File: config.mk
export PLATFORM = sky130hd
export DESIGN_NAME = double_ended_queue_ring_unit
export DESIGN_NICKNAME = d
export VERILOG_FILES = /design/src/rtl/dqr_pkg.sv /design/src/rtl/dqr_ctrl.sv /design/src/rtl/dqr_datapath.sv /design/src/rtl/double_ended_queue_ring_unit.sv
export SDC_FILE = /design/constraint.sdc
export NUM_CORES = 1
export LEC_CHECK = 0
export BUFFER_PORTS_ARGS = -buffer_cell sky130_fd_sc_hd__buf_2
export CORE_MARGIN = 5
export CORE_UTILIZATION = 37
export DETAILED_ROUTE_END_ITERATION = 8
export PLACE_DENSITY = 0.65
export SYNTH_ARGS = -nofsm -noshare
export SYNTH_HDL_FRONTEND = slang
export SYNTH_SLANG_ARGS = --single-unit
File: constraint.sdc
create_clock -name clk -period 14.45 [get_ports clk]
set_input_delay 2.1675 -clock clk [delete_from_list [all_inputs] [get_ports clk]]
set_output_delay 2.1675 -clock clk [all_outputs]
set_load 0.03 [all_outputs]
File: src/rtl/dqr_pkg.sv
// dqr_pkg: shared constants, operation codes and payload types for the ring deque
// no dependencies; imported by dqr_ctrl, dqr_datapath and double_ended_queue_ring_unit
package dqr_pkg;

  // ring store geometry
  localparam int DEPTH  = 16;
  localparam int DATA_W = 32;
  localparam int IDX_W  = $clog2(DEPTH);
  localparam int CNT_W  = $clog2(DEPTH + 1);
  localparam int CAP_W  = 5;
  localparam int KIND_W = 2;

  // capacity after reset
  localparam logic [CAP_W-1:0] CAP_RESET = CAP_W'(16);

  // operation codes
  localparam logic [KIND_W-1:0] KIND_PUSH_FRONT = 2'd0;
  localparam logic [KIND_W-1:0] KIND_PUSH_REAR  = 2'd1;
  localparam logic [KIND_W-1:0] KIND_POP_FRONT  = 2'd2;
  localparam logic [KIND_W-1:0] KIND_POP_REAR   = 2'd3;

  // register indexes
  localparam int REG_CAPACITY = 0;

  // input item
  typedef struct packed {
    logic [KIND_W-1:0]        kind;
    logic signed [DATA_W-1:0] push_value;
  } dqr_in_t;

  // result item
  typedef struct packed {
    logic                     done_res;
    logic signed [DATA_W-1:0] front_value;
    logic signed [DATA_W-1:0] rear_value;
    logic                     is_empty;
    logic                     is_full;
  } dqr_out_t;

  // commands from the controller to the datapath
  typedef struct packed {
    logic load;   // capture the accepted item
    logic exec;   // update pointers, occupancy, write the store
    logic rd;     // registered read of front and rear entries
    logic show;   // result transfer cycle
  } dqr_cmd_t;

endpackage

File: src/rtl/dqr_ctrl.sv
// dqr_ctrl: sequencer for the ring deque, one item through exec, read and result steps
// depends on dqr_pkg (command struct)
module dqr_ctrl (
  input  logic              clk,
  input  logic              rst_n,
  input  logic              start,
  output logic              busy,
  output dqr_pkg::dqr_cmd_t cmd
);
  import dqr_pkg::*;

  localparam logic [1:0] ST_IDLE = 2'd0;
  localparam logic [1:0] ST_EXEC = 2'd1;
  localparam logic [1:0] ST_RD   = 2'd2;
  localparam logic [1:0] ST_OUT  = 2'd3;

  logic [1:0] state_r;
  logic [1:0] state_nxt;
  logic       accept;

  // a new item may enter while the previous result is shown
  assign busy   = (state_r == ST_EXEC) || (state_r == ST_RD);
  assign accept = start && !busy;

  // next state
  always_comb begin
    state_nxt = state_r;
    unique case (state_r)
      ST_IDLE: if (accept) state_nxt = ST_EXEC;
      ST_EXEC: state_nxt = ST_RD;
      ST_RD:   state_nxt = ST_OUT;
      ST_OUT:  state_nxt = accept ? ST_EXEC : ST_IDLE;
      default: state_nxt = ST_IDLE;
    endcase
  end

  always_ff @(posedge clk) begin
    if (!rst_n) begin
      state_r <= ST_IDLE;
    end else begin
      state_r <= state_nxt;
    end
  end

  // command decode
  always_comb begin
    cmd.load = accept;
    cmd.exec = (state_r == ST_EXEC);
    cmd.rd   = (state_r == ST_RD);
    cmd.show = (state_r == ST_OUT);
  end

  // sequence checks
  a_exec_then_rd: assert property (@(posedge clk) disable iff (!rst_n)
    cmd.exec |=> cmd.rd) else $error("exec step not followed by read step");
  a_rd_then_show: assert property (@(posedge clk) disable iff (!rst_n)
    cmd.rd |=> cmd.show) else $error("read step not followed by result");
  a_load_then_exec: assert property (@(posedge clk) disable iff (!rst_n)
    cmd.load |=> cmd.exec) else $error("accepted item not executed");
  a_one_step: assert property (@(posedge clk) disable iff (!rst_n)
    $onehot0({cmd.exec, cmd.rd, cmd.show})) else $error("overlapping steps");

endmodule

File: src/rtl/dqr_datapath.sv
// dqr_datapath: ring store, head/tail pointers, occupancy and capacity register
// depends on dqr_pkg (constants, payload and command types)
module dqr_datapath (
  input  logic                        clk,
  input  logic                        rst_n,
  input  dqr_pkg::dqr_cmd_t           cmd,
  input  dqr_pkg::dqr_in_t            in_data,
  input  logic                        cfg_we,
  input  logic [dqr_pkg::CAP_W-1:0]   cfg_cap,
  output logic [dqr_pkg::CAP_W-1:0]   capacity,
  output dqr_pkg::dqr_out_t           out_data
);
  import dqr_pkg::*;

  logic [DATA_W-1:0] ring_mem [DEPTH];

  dqr_in_t           op_r;
  logic [CAP_W-1:0]  capacity_r;
  logic [IDX_W-1:0]  head_r, head_nxt;
  logic [IDX_W-1:0]  tail_r, tail_nxt;
  logic [CNT_W-1:0]  occ_r, occ_nxt;
  logic              done_r, done_nxt;
  logic [DATA_W-1:0] front_rd_r;
  logic [DATA_W-1:0] rear_rd_r;

  logic [CNT_W-1:0]  cap_eff;
  logic [CNT_W-1:0]  cap_m1;
  logic [CNT_W-1:0]  head_inc;
  logic [CNT_W-1:0]  tail_inc;
  logic              wr_en;
  logic [IDX_W-1:0]  wr_addr;
  logic              is_push;

  // effective capacity: zero acts as one, clamp to the built depth
  always_comb begin
    priority if (capacity_r == '0) begin
      cap_eff = CNT_W'(1);
    end else if (32'(capacity_r) > 32'(DEPTH)) begin
      cap_eff = CNT_W'(DEPTH);
    end else begin
      cap_eff = CNT_W'(capacity_r);
    end
  end

  assign cap_m1   = cap_eff - CNT_W'(1);
  assign head_inc = CNT_W'(head_r) + CNT_W'(1);
  assign tail_inc = CNT_W'(tail_r) + CNT_W'(1);
  assign is_push  = (op_r.kind == KIND_PUSH_FRONT) || (op_r.kind == KIND_PUSH_REAR);

  // pointer and occupancy update for one operation
  always_comb begin
    head_nxt = head_r;
    tail_nxt = tail_r;
    occ_nxt  = occ_r;
    done_nxt = 1'b0;
    wr_en    = 1'b0;
    wr_addr  = '0;
    if (is_push) begin
      if (occ_r < cap_eff) begin
        if (occ_r == '0) begin
          head_nxt = '0;
          tail_nxt = '0;
          wr_addr  = '0;
        end else if (op_r.kind == KIND_PUSH_FRONT) begin
          head_nxt = (head_r == '0) ? IDX_W'(cap_m1) : head_r - IDX_W'(1);
          wr_addr  = head_nxt;
        end else begin
          tail_nxt = (tail_inc >= cap_eff) ? '0 : IDX_W'(tail_inc);
          wr_addr  = tail_nxt;
        end
        wr_en    = 1'b1;
        occ_nxt  = occ_r + CNT_W'(1);
        done_nxt = 1'b1;
      end
    end else begin
      if (occ_r != '0) begin
        if (occ_r == CNT_W'(1)) begin
          head_nxt = '0;
          tail_nxt = '0;
        end else if (op_r.kind == KIND_POP_FRONT) begin
          head_nxt = (head_inc >= cap_eff) ? '0 : IDX_W'(head_inc);
        end else begin
          tail_nxt = (tail_r == '0) ? IDX_W'(cap_m1) : tail_r - IDX_W'(1);
        end
        occ_nxt  = occ_r - CNT_W'(1);
        done_nxt = 1'b1;
      end
    end
  end

  // control state: pointers, occupancy, capacity
  always_ff @(posedge clk) begin
    if (!rst_n) begin
      head_r     <= '0;
      tail_r     <= '0;
      occ_r      <= '0;
      capacity_r <= CAP_RESET;
    end else if (cfg_we) begin
      head_r     <= '0;
      tail_r     <= '0;
      occ_r      <= '0;
      capacity_r <= cfg_cap;
    end else if (cmd.exec) begin
      head_r <= head_nxt;
      tail_r <= tail_nxt;
      occ_r  <= occ_nxt;
    end
  end

  // payload registers
  always_ff @(posedge clk) begin
    if (cmd.load) begin
      op_r <= in_data;
    end
    if (cmd.exec) begin
      done_r <= done_nxt;
    end
  end

  // ring store: one write port, two registered read ports
  always_ff @(posedge clk) begin
    if (cmd.exec && wr_en) begin
      ring_mem[wr_addr] <= op_r.push_value;
    end
    if (cmd.rd) begin
      front_rd_r <= ring_mem[head_r];
      rear_rd_r  <= ring_mem[tail_r];
    end
  end

  // result assembly, empty queue reads as all ones
  always_comb begin
    out_data.done_res    = done_r;
    out_data.is_empty    = (occ_r == '0);
    out_data.is_full     = (occ_r == cap_eff);
    out_data.front_value = (occ_r == '0) ? '1 : front_rd_r;
    out_data.rear_value  = (occ_r == '0) ? '1 : rear_rd_r;
  end

  assign capacity = capacity_r;

  // ring invariants
  a_occ_bound: assert property (@(posedge clk) disable iff (!rst_n)
    occ_r <= cap_eff) else $error("occupancy above capacity");
  a_head_bound: assert property (@(posedge clk) disable iff (!rst_n)
    CNT_W'(head_r) < cap_eff) else $error("head outside ring");
  a_tail_bound: assert property (@(posedge clk) disable iff (!rst_n)
    CNT_W'(tail_r) < cap_eff) else $error("tail outside ring");
  a_single_entry: assert property (@(posedge clk) disable iff (!rst_n)
    (occ_r == CNT_W'(1)) |-> (head_r == tail_r)) else $error("single entry, pointers differ");

endmodule

File: src/rtl/double_ended_queue_ring_unit.sv
// double_ended_queue_ring_unit: ring-store deque with register port and command interface
// depends on dqr_pkg, dqr_ctrl, dqr_datapath
// sequence: a taken start steps through the exec, read and result states; out_valid is the result strobe
// start is taken again in the result cycle; busy holds it off during the exec and read states,
//   which cover the pointer update followed by the registered read of the ring store
// reset: synchronous, clears pointers and occupancy, capacity to 16; store is not cleared
// results are shown for one cycle only, the receiver cannot stall
module double_ended_queue_ring_unit (
  input  logic                       clk,
  input  logic                       rst_n,
  // command channel
  input  logic                       start,
  output logic                       busy,
  input  dqr_pkg::dqr_in_t           in_data,
  output logic                       out_valid,
  output dqr_pkg::dqr_out_t          out_data,
  // register port
  input  logic                       psel,
  input  logic                       penable,
  input  logic                       pwrite,
  input  logic [1:0]                 paddr,
  input  logic [31:0]                pwdata,
  output logic [31:0]                prdata,
  output logic                       pready
);
  import dqr_pkg::*;

  dqr_cmd_t         cmd;
  logic             cfg_transfer;
  logic             cfg_we;
  logic [CAP_W-1:0] capacity;
  logic             sel_cap;

  // register decode
  assign pready       = 1'b1;
  assign sel_cap      = (paddr == 2'(REG_CAPACITY * 4));
  assign cfg_transfer = psel && penable && pwrite && pready;
  assign cfg_we       = cfg_transfer && sel_cap;
  assign prdata       = sel_cap ? 32'(capacity) : '0;

  dqr_ctrl u_ctrl (
    .clk   (clk),
    .rst_n (rst_n),
    .start (start),
    .busy  (busy),
    .cmd   (cmd)
  );

  dqr_datapath u_dp (
    .clk      (clk),
    .rst_n    (rst_n),
    .cmd      (cmd),
    .in_data  (in_data),
    .cfg_we   (cfg_we),
    .cfg_cap  (pwdata[CAP_W-1:0]),
    .capacity (capacity),
    .out_data (out_data)
  );

  assign out_valid = cmd.show;

endmodule

==> run metrics <==
initial DRC count=1340; Most Used Layer, Global Route=met2; Final nets=1617; Worst path depth=12; Clock Path Buffers=3; Yosys cell types=61; Worst-Skew Late Latency=0.59 ns; met2 usage=28.67%; CP arrival=5.26 ns; CP delay by family, top=buffers and inverters; pre-CTS setup slack=9.335 ns; setup TNS=0 ns; Buffers on Ports=120; GR Layer Usage met3=2.581%; synth top area cells=edfxtp_1, mux4_2, dfxtp_1; status=complete, no violations; worst slew pin tran=1.131 ns; Synth area leader=edfxtp_1; crit path kind=register to register; Reg clk slew, reported paths=0.06 ns; Total Wirelength=70480 µm; GR met1 Demand/Resource=23.30%; share of cells above drive strength 1=42.00%; Worst VDD drop=0.09287 mV; standard-cell rows=102; Cell Chain, Critical Path=buf_4, ha_1, xnor2_1, inv_1, ha_1, a21o_1, a31oi_1, o21ai_1, nor3_1, a32oi_1, nor2_4, buf_4; die height=288.7 µm; CTS Root Buffer Type=clkbuf_16; Tightest Hold Check Type=register to register; Logic pwr share=30.5%; Synth Register Bits=631; final cell count without fillers=2603; Static Leak=9.973 nW; htree depth=3; Cells after Synth=1388; RSZ-0062 raised after global routing=no; fraction of registers with async set/reset=0%; CTS tree=done; Avg Vias per Cell=5.615; Post-synth EDFFs=611; # clock sinks=631; Inserted Clock Buffers=67; r2r setup slk=9.39 ns; Die W=288.7 µm; quantity of gates resized following cts=0; vias after detailed routing=14620; I/O pins=176; Worst Reg-to-Reg Cells=12; crit path from=u_dp.tail_r[1]$_SDFFE_PP0P_; gr usage total=16.92%; largest net degree at the start of global routing=105; # hold bufs at CTS=0; R2R Path Start=u_dp.tail_r[1]$_SDFFE_PP0P_; RR Endpoint=u_dp.ring_mem[4][30]$_DFFE_PP_; vias in the first global route=15710; crit path max fanout=45; power per standard cell area=186.9 nW/µm²; Clk network pwr share=28.4%; Crit. End Element=register; synth-to-layout area growth=13.54%; Final Cell Area=32630 µm²; placed insts=2486; max-slew violation count=0; HPWL Detailed=37560 µm; Buf/Inv on CP=3; FMAX=0.1976 GHz; Pwr Total=6.098 mW; Critical Path Start Type=register; NetSw=1.941 mW; final setup fails=0; initial antenna violation count=2; DRC errors left=0; WHS Path Cells=2; minimum clock period after layout=5.061 ns; P_int=4.157 mW; clock skew=0.02799 ns; synthesized area=28740 µm²; Die ar.=83350 µm²; Synth top area share=63.84%; Seq pwr share=41.1%; Worst EP required=14.65 ns; GPL Wtd Cong=0.7840; Setup Fix Bufs, Post-CTS=0; Initial Utilization=37.22%; router iterations before antenna repair=5; Critical Path Sink=u_dp.ring_mem[4][30]$_DFFE_PP_; switching share of power=31.83%; period utilization=35.02%; Max stage delay on crit path=0.66 ns; Avg WL per Cell=27.08 µm; slew margin rel.=24.63%; Seq/Total Area, Yosys=65.23%; Post-DRT Antenna Nets=0; critical path's slowest cell=buf_4; Hold Vio Cnt, Final=0; Yosys Warn Count=0; wire length of the first global-routing pass=103600 µm; worst setup margin=9.389 ns; Mean Syn Cell Area=20.71 µm²; predominant post-synthesis flop cell=edfxtp_1; Remaining Overflow, GRT=0; core footprint=77210 µm²; placed cell areas=30450 µm²; max-cap viol count=0
-- power by group through the flow --
stage / combinational (mW) / clock, mW / sequential (mW)
4_1_cts: 1.91 / 1.77 / 2.51
3_3_place_gp: 1.88 / 0 / 2.53
3_5_place_dp: 1.90 / 0 / 2.55
2_1_floorplan: 1.46 / 0 / 2.42
6_report: 1.86 / 1.73 / 2.50
5_1_grt: 2.00 / 1.85 / 2.53
-- cell usage in the layout, fill, tap and decap left out, drive strengths merged, types with 3 or more instances in the layout --
cell type	instances
o31ai	3
mux2i	7
nor2b	3
a21oi	12
edfxtp	611
nand2	21
mux4	320
clkinv	22
clkbuf	81
nand4	4
xnor2	5
o211ai	4
nor4	5
ha	28
conb	28
dfxtp	20
buf	149
bufinv	10
nor2	49
nand2b	5
o21ai	11
nor3	11
inv	20
o31a	3
and3	7
xor2	6
or2	64
nand3	9
a211oi	8
and2	5
-- kinds of logic (layout without fill, tap and decap cells) --
family / Yosys count / after routing / share of synthesized area, %
flip-flops: 631 / 631 / 65.23
multiplexers: 327 / 327 / 25.32
AND/OR/NAND/NOR: 192 / 192 / 3.578
buffers and inverters: 136 / 284 / 2.695
AO/OA/AOI/OAI: 61 / 61 / 1.598
adder cells (fa/ha/maj): 28 / 28 / 1.219
XOR/XNOR: 11 / 11 / 0.3352
other: 2 / 29 / 0.02613
-- worst min path at each step --
stage | startpoint | to
finish | u_dp.capacity[1]$_SDFFE_PN0P_ | u_dp.capacity[1]$_SDFFE_PN0P_
global route | u_dp.capacity[1]$_SDFFE_PN0P_ | u_dp.capacity[1]$_SDFFE_PN0P_
CTS | u_dp.capacity[1]$_SDFFE_PN0P_ | u_dp.capacity[1]$_SDFFE_PN0P_
detailed placement | u_dp.occ_r[1]$_SDFFE_PP0P_ | u_dp.occ_r[1]$_SDFFE_PP0P_
global placement | u_dp.occ_r[4]$_SDFFE_PP0P_ | u_dp.occ_r[4]$_SDFFE_PP0P_
floorplan | u_dp.occ_r[1]$_SDFFE_PP0P_ | u_dp.occ_r[1]$_SDFFE_PP0P_
-- layer usage --
| metal | wire (µm) | up-vias |
|---|---|---|
| met4 | 1189 | 0 |
| met3 | 4775 | 92 |
| li1 | - | 6096 |
| met5 | 0 | - |
| met1 | 29000 | 7869 |
| met2 | 35520 | 559 |
-- layout make-up --
type                    instances  area, µm²
diodes                          1      2.502
clock buffers                  81       1750
clock inverters                35      435.4
fillers                      6650      44580
inverters                      19      71.32
multi-input cells             647       9457
flip-flops and latches        631      18770
well taps                    1040       1301
repair buffers                149      843.3
-- Yosys cell counts, types with 8 or more instances --
cell	number
edfxtp_1	611
mux4_2	320
or2_2	62
nor2_1	48
clkbuf_1	37
buf_4	30
ha_1	28
buf_2	25
nand2_1	21
dfxtp_1	20
inv_1	18
buf_6	16
a21oi_1	11
nor3_1	11
buf_1	9
nand3_1	9
a211oi_1	8
-- state kept, by name, indices dropped and copies added (netlist names) --
signal	count
u_dp.ring_mem	512
u_dp.op_r	34
u_dp.front_rd_r	32
u_dp.rear_rd_r	32
u_dp.capacity	5
u_dp.occ_r	5
u_dp.head_r	4
u_dp.tail_r	4
u_ctrl.state_r	2
u_dp.done_r	1
-- worst register-to-register path, delay by kind of cell (launching register included) --
kind                       cells  cell delay, ns
DFF                            1            0.63
and+or+nand+nor                2            0.88
xor gates and xnor gates       1            0.21
adders and majority gates      2            0.72
AOI/OAI and AO/OA              4            0.89
buffers and inverters          3            1.35
-- metrics by stage --
step | hold slack (ns) | utilization (%)
5_1_grt | 0.5984 | 42.26
6_report | 0.5785 | 42.27
2_1_floorplan | 0.5185 | -
3_3_place_gp | 0.5566 | 39.43
4_1_cts | 0.5828 | 42.26
3_5_place_dp | 0.5754 | 39.43
(Power assumes the default switching activity.)
